**config.mk**
```make
export PLATFORM = sky130hd
export DESIGN_NAME = hmvp_mul
export DESIGN_NICKNAME = d
export VERILOG_FILES = /design/src/rtl/hmvp_pkg.sv /design/src/rtl/hmvp_mul.sv
export SDC_FILE = /design/constraint.sdc
export NUM_CORES = 2
export LEC_CHECK = 0
export BUFFER_PORTS_ARGS = -buffer_cell sky130_fd_sc_hd__clkbuf_2
export CORE_UTILIZATION = 25
export DETAILED_ROUTE_END_ITERATION = 7
export HOLD_SLACK_MARGIN = 0.06
export PLACE_DENSITY_LB_ADDON = 0.05
export SYNTH_ARGS = -nofsm -noshare
export SYNTH_HDL_FRONTEND = slang
export SYNTH_SLANG_ARGS = --single-unit
```
**constraint.sdc**
```tcl
create_clock -name clk -period 9.7 [get_ports clk]
set_input_delay 0.97 -clock clk [delete_from_list [all_inputs] [get_ports clk]]
set_output_delay 0.97 -clock clk [all_outputs]
set_load 0.05 [all_outputs]
```
**src/rtl/hmvp_pkg.sv**
```systemverilog
`default_nettype none
package hmvp_pkg;

	localparam int unsigned POS_W       = 32;
	localparam int unsigned PROB_W      = 16;
	localparam int unsigned CTX_W       = 6;
	localparam int unsigned CONF_W      = 16;
	localparam int unsigned CFG_IDX_W   = 2;
	localparam int unsigned CFG_DATA_W  = 16;
	localparam int unsigned CONF_STATES = 32;
	localparam int unsigned CS_W        = 5;

	localparam logic [63:0] FNV_OFFSET = 64'hcbf29ce484222325;
	localparam logic [63:0] FNV_PRIME  = 64'h00000100000001b3;
	localparam logic [63:0] MIX_MUL    = 64'hff51afd7ed558ccd;

	localparam logic [15:0] LEARN_RATE_RST = 16'd655;
	localparam logic [15:0] CONF_FLOOR_RST = 16'd655;
	localparam logic [15:0] CONF_CEIL_RST  = 16'd64881;
	localparam logic [15:0] CONF_INIT      = 16'd32768;
	localparam logic [15:0] PROB_HALF      = 16'd32768;

	typedef enum logic [CFG_IDX_W-1:0] {
		CFG_LEARN_RATE   = 2'd0,
		CFG_CONF_FLOOR   = 2'd1,
		CFG_CONF_CEILING = 2'd2
	} cfg_idx_t;

	typedef enum logic [4:0] {
		ST_CLR, ST_IDLE, ST_ADP, ST_ADP_W, ST_SHIFT, ST_HASH, ST_HASH_W, ST_MIX, ST_MIX_W,
		ST_BRD, ST_BCHK, ST_WAY, ST_NRD, ST_NWT, ST_MRD, ST_MCMP, ST_VOTE, ST_SEL, ST_DEC,
		ST_BWR, ST_PINC, ST_PRED
	} hmvp_state_t;

	typedef struct packed {
		logic        start;
		logic [63:0] a;
		logic [63:0] b;
	} mul_req_t;

	typedef struct packed {
		logic        done;
		logic [63:0] prod;
	} mul_rsp_t;

	typedef struct packed {
		logic agree;
		logic want;
	} pred_t;

	// Number of bits already gathered in the current byte, capped at seven.
	function automatic logic [2:0] bits_seen(input logic [8:0] p);
		logic [2:0] n;
		n = '0;
		for (int i = 1; i < 9; i++) begin
			if (p[i]) begin
				n = (i > 7) ? 3'd7 : 3'(i);
			end
		end
		return n;
	endfunction

	// Whether the gathered bits agree with the expected byte, and the bit expected next.
	function automatic pred_t pred_of(input logic [8:0] p, input logic [7:0] e);
		pred_t      r;
		logic [2:0] n;
		logic [7:0] mask;
		logic [7:0] top;
		n = bits_seen(p);
		mask = 8'((9'd1 << n) - 9'd1);
		top = e >> (4'd8 - {1'b0, n});
		r.agree = (p[7:0] & mask) == top;
		r.want = e[3'd7 - n];
		return r;
	endfunction

endpackage
`default_nettype wire

```
**src/rtl/hmvp_mul.sv**
```systemverilog
`default_nettype none
// Low 64 bits of a 64 by 64 product, built from three 32 by 32 partial products
// on one shared multiplier.
module hmvp_mul (
	input  logic               clk,
	input  logic               arst_n,
	input  hmvp_pkg::mul_req_t req,
	output hmvp_pkg::mul_rsp_t rsp
);
	import hmvp_pkg::*;

	logic [63:0] a_q, b_q, acc_q, pp_q, pp_next;
	logic [31:0] op_x, op_y;
	logic [1:0]  step_q;
	logic        busy_q, done_q;

	always_comb begin
		op_x = (step_q == 2'd1) ? a_q[63:32] : a_q[31:0];
		op_y = (step_q == 2'd2) ? b_q[63:32] : b_q[31:0];
		pp_next = op_x * op_y;
	end

	always_ff @(posedge clk or negedge arst_n) begin
		if (!arst_n) begin
			busy_q <= 1'b0;
			step_q <= '0;
			done_q <= 1'b0;
		end else begin
			done_q <= 1'b0;
			if (busy_q) begin
				step_q <= step_q + 2'd1;
				if (step_q == 2'd3) begin
					busy_q <= 1'b0;
					done_q <= 1'b1;
				end
			end else if (req.start) begin
				busy_q <= 1'b1;
				step_q <= '0;
			end
		end
	end

	always_ff @(posedge clk) begin
		if (!busy_q && req.start) begin
			a_q <= req.a;
			b_q <= req.b;
		end
		if (busy_q) begin
			pp_q <= pp_next;
			case (step_q)
				2'd0: acc_q <= acc_q;
				2'd1: acc_q <= pp_q;
				default: acc_q <= acc_q + {pp_q[31:0], 32'b0};
			endcase
		end
	end

	assign rsp.done = done_q;
	assign rsp.prod = acc_q;

endmodule
`default_nettype wire

```
* Word-level counts from Yosys, hierarchy flattened
Cells that the tools add are included.
** Operators by class
- Add/sub/neg operators :: 2
- Multiply operators :: 1
- Equality and inequality tests :: 3
- Mux-type cells :: 10
- Bitwise gates (word level) :: 1
- Reductions and logical operators :: 5
** Operators by type and width (count)
- 64-bit one-hot mux with 2 select lines :: 1
- 64-bit adder :: 1
- 32-bit by 32-bit multiplier with 64-bit output :: 1
- 32-bit two-way mux :: 2
- 1-bit two-way mux :: 5
- 2-bit equality test (second input constant) :: 2
- 2-bit two-way mux :: 2
- 2-bit by 1-bit adder with 2-bit output (second input constant) :: 1
- 2-bit by 1-bit equality test with 1-bit output (second input constant) :: 1
- 2-bit zero test :: 1
- 2-bit AND reduction :: 1
- 2-bit nonzero test :: 1
- 1-bit logical AND :: 1
- 1-bit zero test :: 1
- 1-bit inverter :: 1
** Word-level totals
- Bits in registers :: 260
- Input port bits :: 131
- Word-level logic and storage cells :: 29

* Depth between registers and ports, before layout
- Depth after elaboration :: 3
- Depth in mapped cells :: 35
- Mapped depth without buffers :: 30

* Worst setup path after synthesis
Ideal clock, no wire load.
- Kind :: register to register
- Start :: register step_q[1]
- End :: register pp_q[60] (data pin)
- Library setup time :: 0.260 ns
- Data arrival time :: 8.398 ns
- Required time :: 9.440 ns
- Path slack :: 1.042 ns
- Stages on the path, launching flop included :: 32
- Path buffers :: 5
- Clock period less this slack :: 8.658 ns
- Cell sequence :: dfrtp_1 > inv_1 > ha_1 > clkbuf_1 > buf_1 > buf_1 > mux2i_1 > clkbuf_1 > nor2_1 > fa_1 > fa_1 > inv_1 > fa_1 > inv_1 > fa_1 > inv_1 > fa_1 > fa_1 > fa_1 > fa_1 > inv_1 > ha_1 > clkbuf_2 > a21oi_2 > o21a_1 > o21ai_1 > a31o_1 > a221o_1 > a211oi_2 > o21ai_2 > a221oi_2 > xnor2_1
** Between the ends
- Word-level cells in the longest chain between the ends :: 3
- Elaborated cells between the ends (all ways) :: 5
** RTL lines
- from (decl) :: RTL line hmvp_mul.sv:14 : logic [1:0] step_q;
- from (signal assigned) :: RTL line hmvp_mul.sv:31 : step_q <= step_q + 2'd1;
- 2-bit by 1-bit equality test with 1-bit output / 2-bit equality test (equally long branches) :: RTL line hmvp_mul.sv:18, hmvp_mul.sv:19
- 32-bit two-way mux (on tied branches) :: RTL line hmvp_mul.sv:18, hmvp_mul.sv:19
- 32-bit by 32-bit multiplier with 64-bit output * :: RTL line hmvp_mul.sv:20 : pp_next = op_x * op_y;
- net pp_next[60] :: RTL line hmvp_mul.sv:12 : logic [63:0] a_q, b_q, acc_q, pp_q, pp_next;
- to (signal assigned) :: RTL line hmvp_mul.sv:49 : pp_q <= pp_next;
- to (decl) :: RTL line hmvp_mul.sv:12
The timed path passes the listed nets; every way through them passes the cells marked *.
A chain may end at the register's enable or synchronous reset.

* Worst setup path in the final report
- Start :: register step_q[0]
- End :: register pp_q[44] (data pin)
The elaborated chain is that of the path after synthesis.

==> metrics.txt <==
max-cap check violation count=0; Die Width=between 400 and 500 um; normalized max-slew margin=a little under 30%; DRT iter0 DRCs=1765; TritonCTS clock tree=done; die area=174000 um2; Initial Util=25.2%; antenna violations before repair=2; Buf/Inv on CP=7; Final ANT Viol Nets=0; CP Launch Type=register; hold_ws=473 ps; CP Capture Type=register; most frequent cells in the layout=fa_1, inv_1, nor2_1; Syn-to-layout area delta=14.3%; worst-skew pair later-pin latency=roughly 660 ps; asr flop ratio synth=roughly 1.5%; status=finished clean; fmax=approximately 110 MHz; Yosys reg bits=260; Core ar.=around 170000 um2; Crit Path Class=reg -> reg; Pre-antenna DRT Iters=8; most common cell after layout, fill and taps aside=fa_1; fin crit period=9380 ps; Final Util=between 20% and 30%; IO Count=~200; drt drc=0; HP Class=in -> reg; setup_tns=0 ps; Critical Path AT=around 9900 ps; Final #Nets=~5.9k; Reg clk slew, reported paths=roughly 60 ps; Post-Route WL=between 150000 and 200000 um; routed len/inst=roughly 26 um; H-tree levels=2; vias in the first global route=34.2k; all-layer global routing usage=around 21%; Post-Syn Instances=~4.4k; CP max-delay cell=fa_1; syn nets=around 5.7k; clk_skew=just under 70 ps; total CTS buffers=37; layout cells sized above 1=roughly an eighth; global-route wire length before repair=about 260000 um; DP HPWL=150000 um; synthesized area per cell=a little under 10 um2; final hold vios=0; vias per cell=between 4 and 5; largest net degree at the start of global routing=94; synth warn=0; Worst path max stage delay=about 570 ps; Sink Count=260; vias=between 30k and 40k; Mapped Area=~43000 um2; GRT overflow=0; root buf cell=clkbuf_16; die height=around 420 um; Post-synth EDFFs=roughly 260; final setup violation count=0; CP top delay family=adder cells; WP data required=10200 ps; Slew Limit Fails=0; num rows=152; Placer Congestion=0.844; sequential element share of the synthesized area=a little under a fifth; period utilization=between 90% and 100%; RSZ-0062 raised after global routing=no; Crit path top cell by count=fa_1; Slew @ Worst Pin=about 1000 ps; Max Root-Sink Buffers=3; Port-buffer cells=~200; crit path max fanout=19; post-synth cell types=80; dominant synthesized flop cell=edfxtp_1
## sequential cells by signal (all words and copies together) (netlist names)
register / count
a_q: 64
acc_q: 64
b_q: 64
pp_q: 64
step_q: 2
busy_q: 1
done_q: 1
## through the flow
| step | instances | instance area (um2) | setup slack (ps) |
|---|---|---|---|
| 6_report | 6935 | 49400 | 319 |
| 4_1_cts | 6933 | 49300 | 253 |
| 3_3_place_gp | 6864 | 48000 | 253 |
| 2_1_floorplan | 4390 | 43200 | 1040 |
| 5_1_grt | 6933 | 49300 | 41.0 |
| 3_5_place_dp | 6864 | 48000 | 331 |
## synthesized netlist by cell type (all sizes together), types with 28 or more instances
cell type / count / share of area [%]
fa: 897 / 42
inv: 894 / 7.8
nor2: 610 / 5.3
nand2: 558 / 4.9
ha: 298 / 8.6
edfxtp: 256 / 18
clkbuf: 164 / 1.4
a21oi: 93 / 1.1
o21ai: 72 / 0.86
mux2: 67 / 1.7
mux2i: 63 / 1.5
xnor2: 54 / 1.1
a21o: 45 / 0.78
and2: 42 / 0.61
xor2: 35 / 0.71
buf: 28 / 0.31
## logic make-up after synthesis
group | after synthesis | share of synthesized area, %
mux | 130 | 3.21
compound gates | 306 | 4.81
simple gates | 1324 | 12.4
flops | 260 | 18.0
fa+ha+maj | 1195 | 50.2
xor+xnor | 89 | 1.81
buf+inv | 1086 | 9.52
## path summary, 6_finish.rpt
check	startpoint	endpoint	slack, ps	cells after the start
hold / removal	req[85]	a_q[21]	470	1
max in group asynchronous	arst_n	busy_q	8850	2
setup reg to reg	step_q[0]	pp_q[44]	320	27
min in group asynchronous	arst_n	step_q[1]	650	2
hold reg to reg	pp_q[33]	acc_q[33]	540	2
setup / recovery	step_q[0]	pp_q[44]	320	27
## layer usage
layer  track usage (%)  share of wire [%]  vias to the layer above
met1              26.9                 43                    16700
met3              2.09                3.1                       97
met5                 0                  0                        -
met2              37.2                 52                      527
met4              3.88                1.8                        0
li1                  -                  -                    13800
## timing repair
| item | in CTS | in global routing |
|---|---|---|
| buffers inserted | 0 | 0 |
| setup endpoints to repair | 0 | 2 |
| hold buffers | 1 | 0 |
| hold endpoints to repair | 1 | 0 |
| gates resized for setup | 0 | 2 |
## layout make-up
class,count,area [um2]
Fill cell,18400,122000
Multi-Input combinational cell,3044,31600
Sequential cell,260,7790
Inverter,894,3360
Tap cell,2310,2890
Timing Repair Buffer,357,2380
Clock buffer,38,930
Clock inverter,30,374
Antenna cell,2,5.00
Power is not shown: default switching activity piles up to over one toggle a cycle in this logic, so the estimate is an artifact.
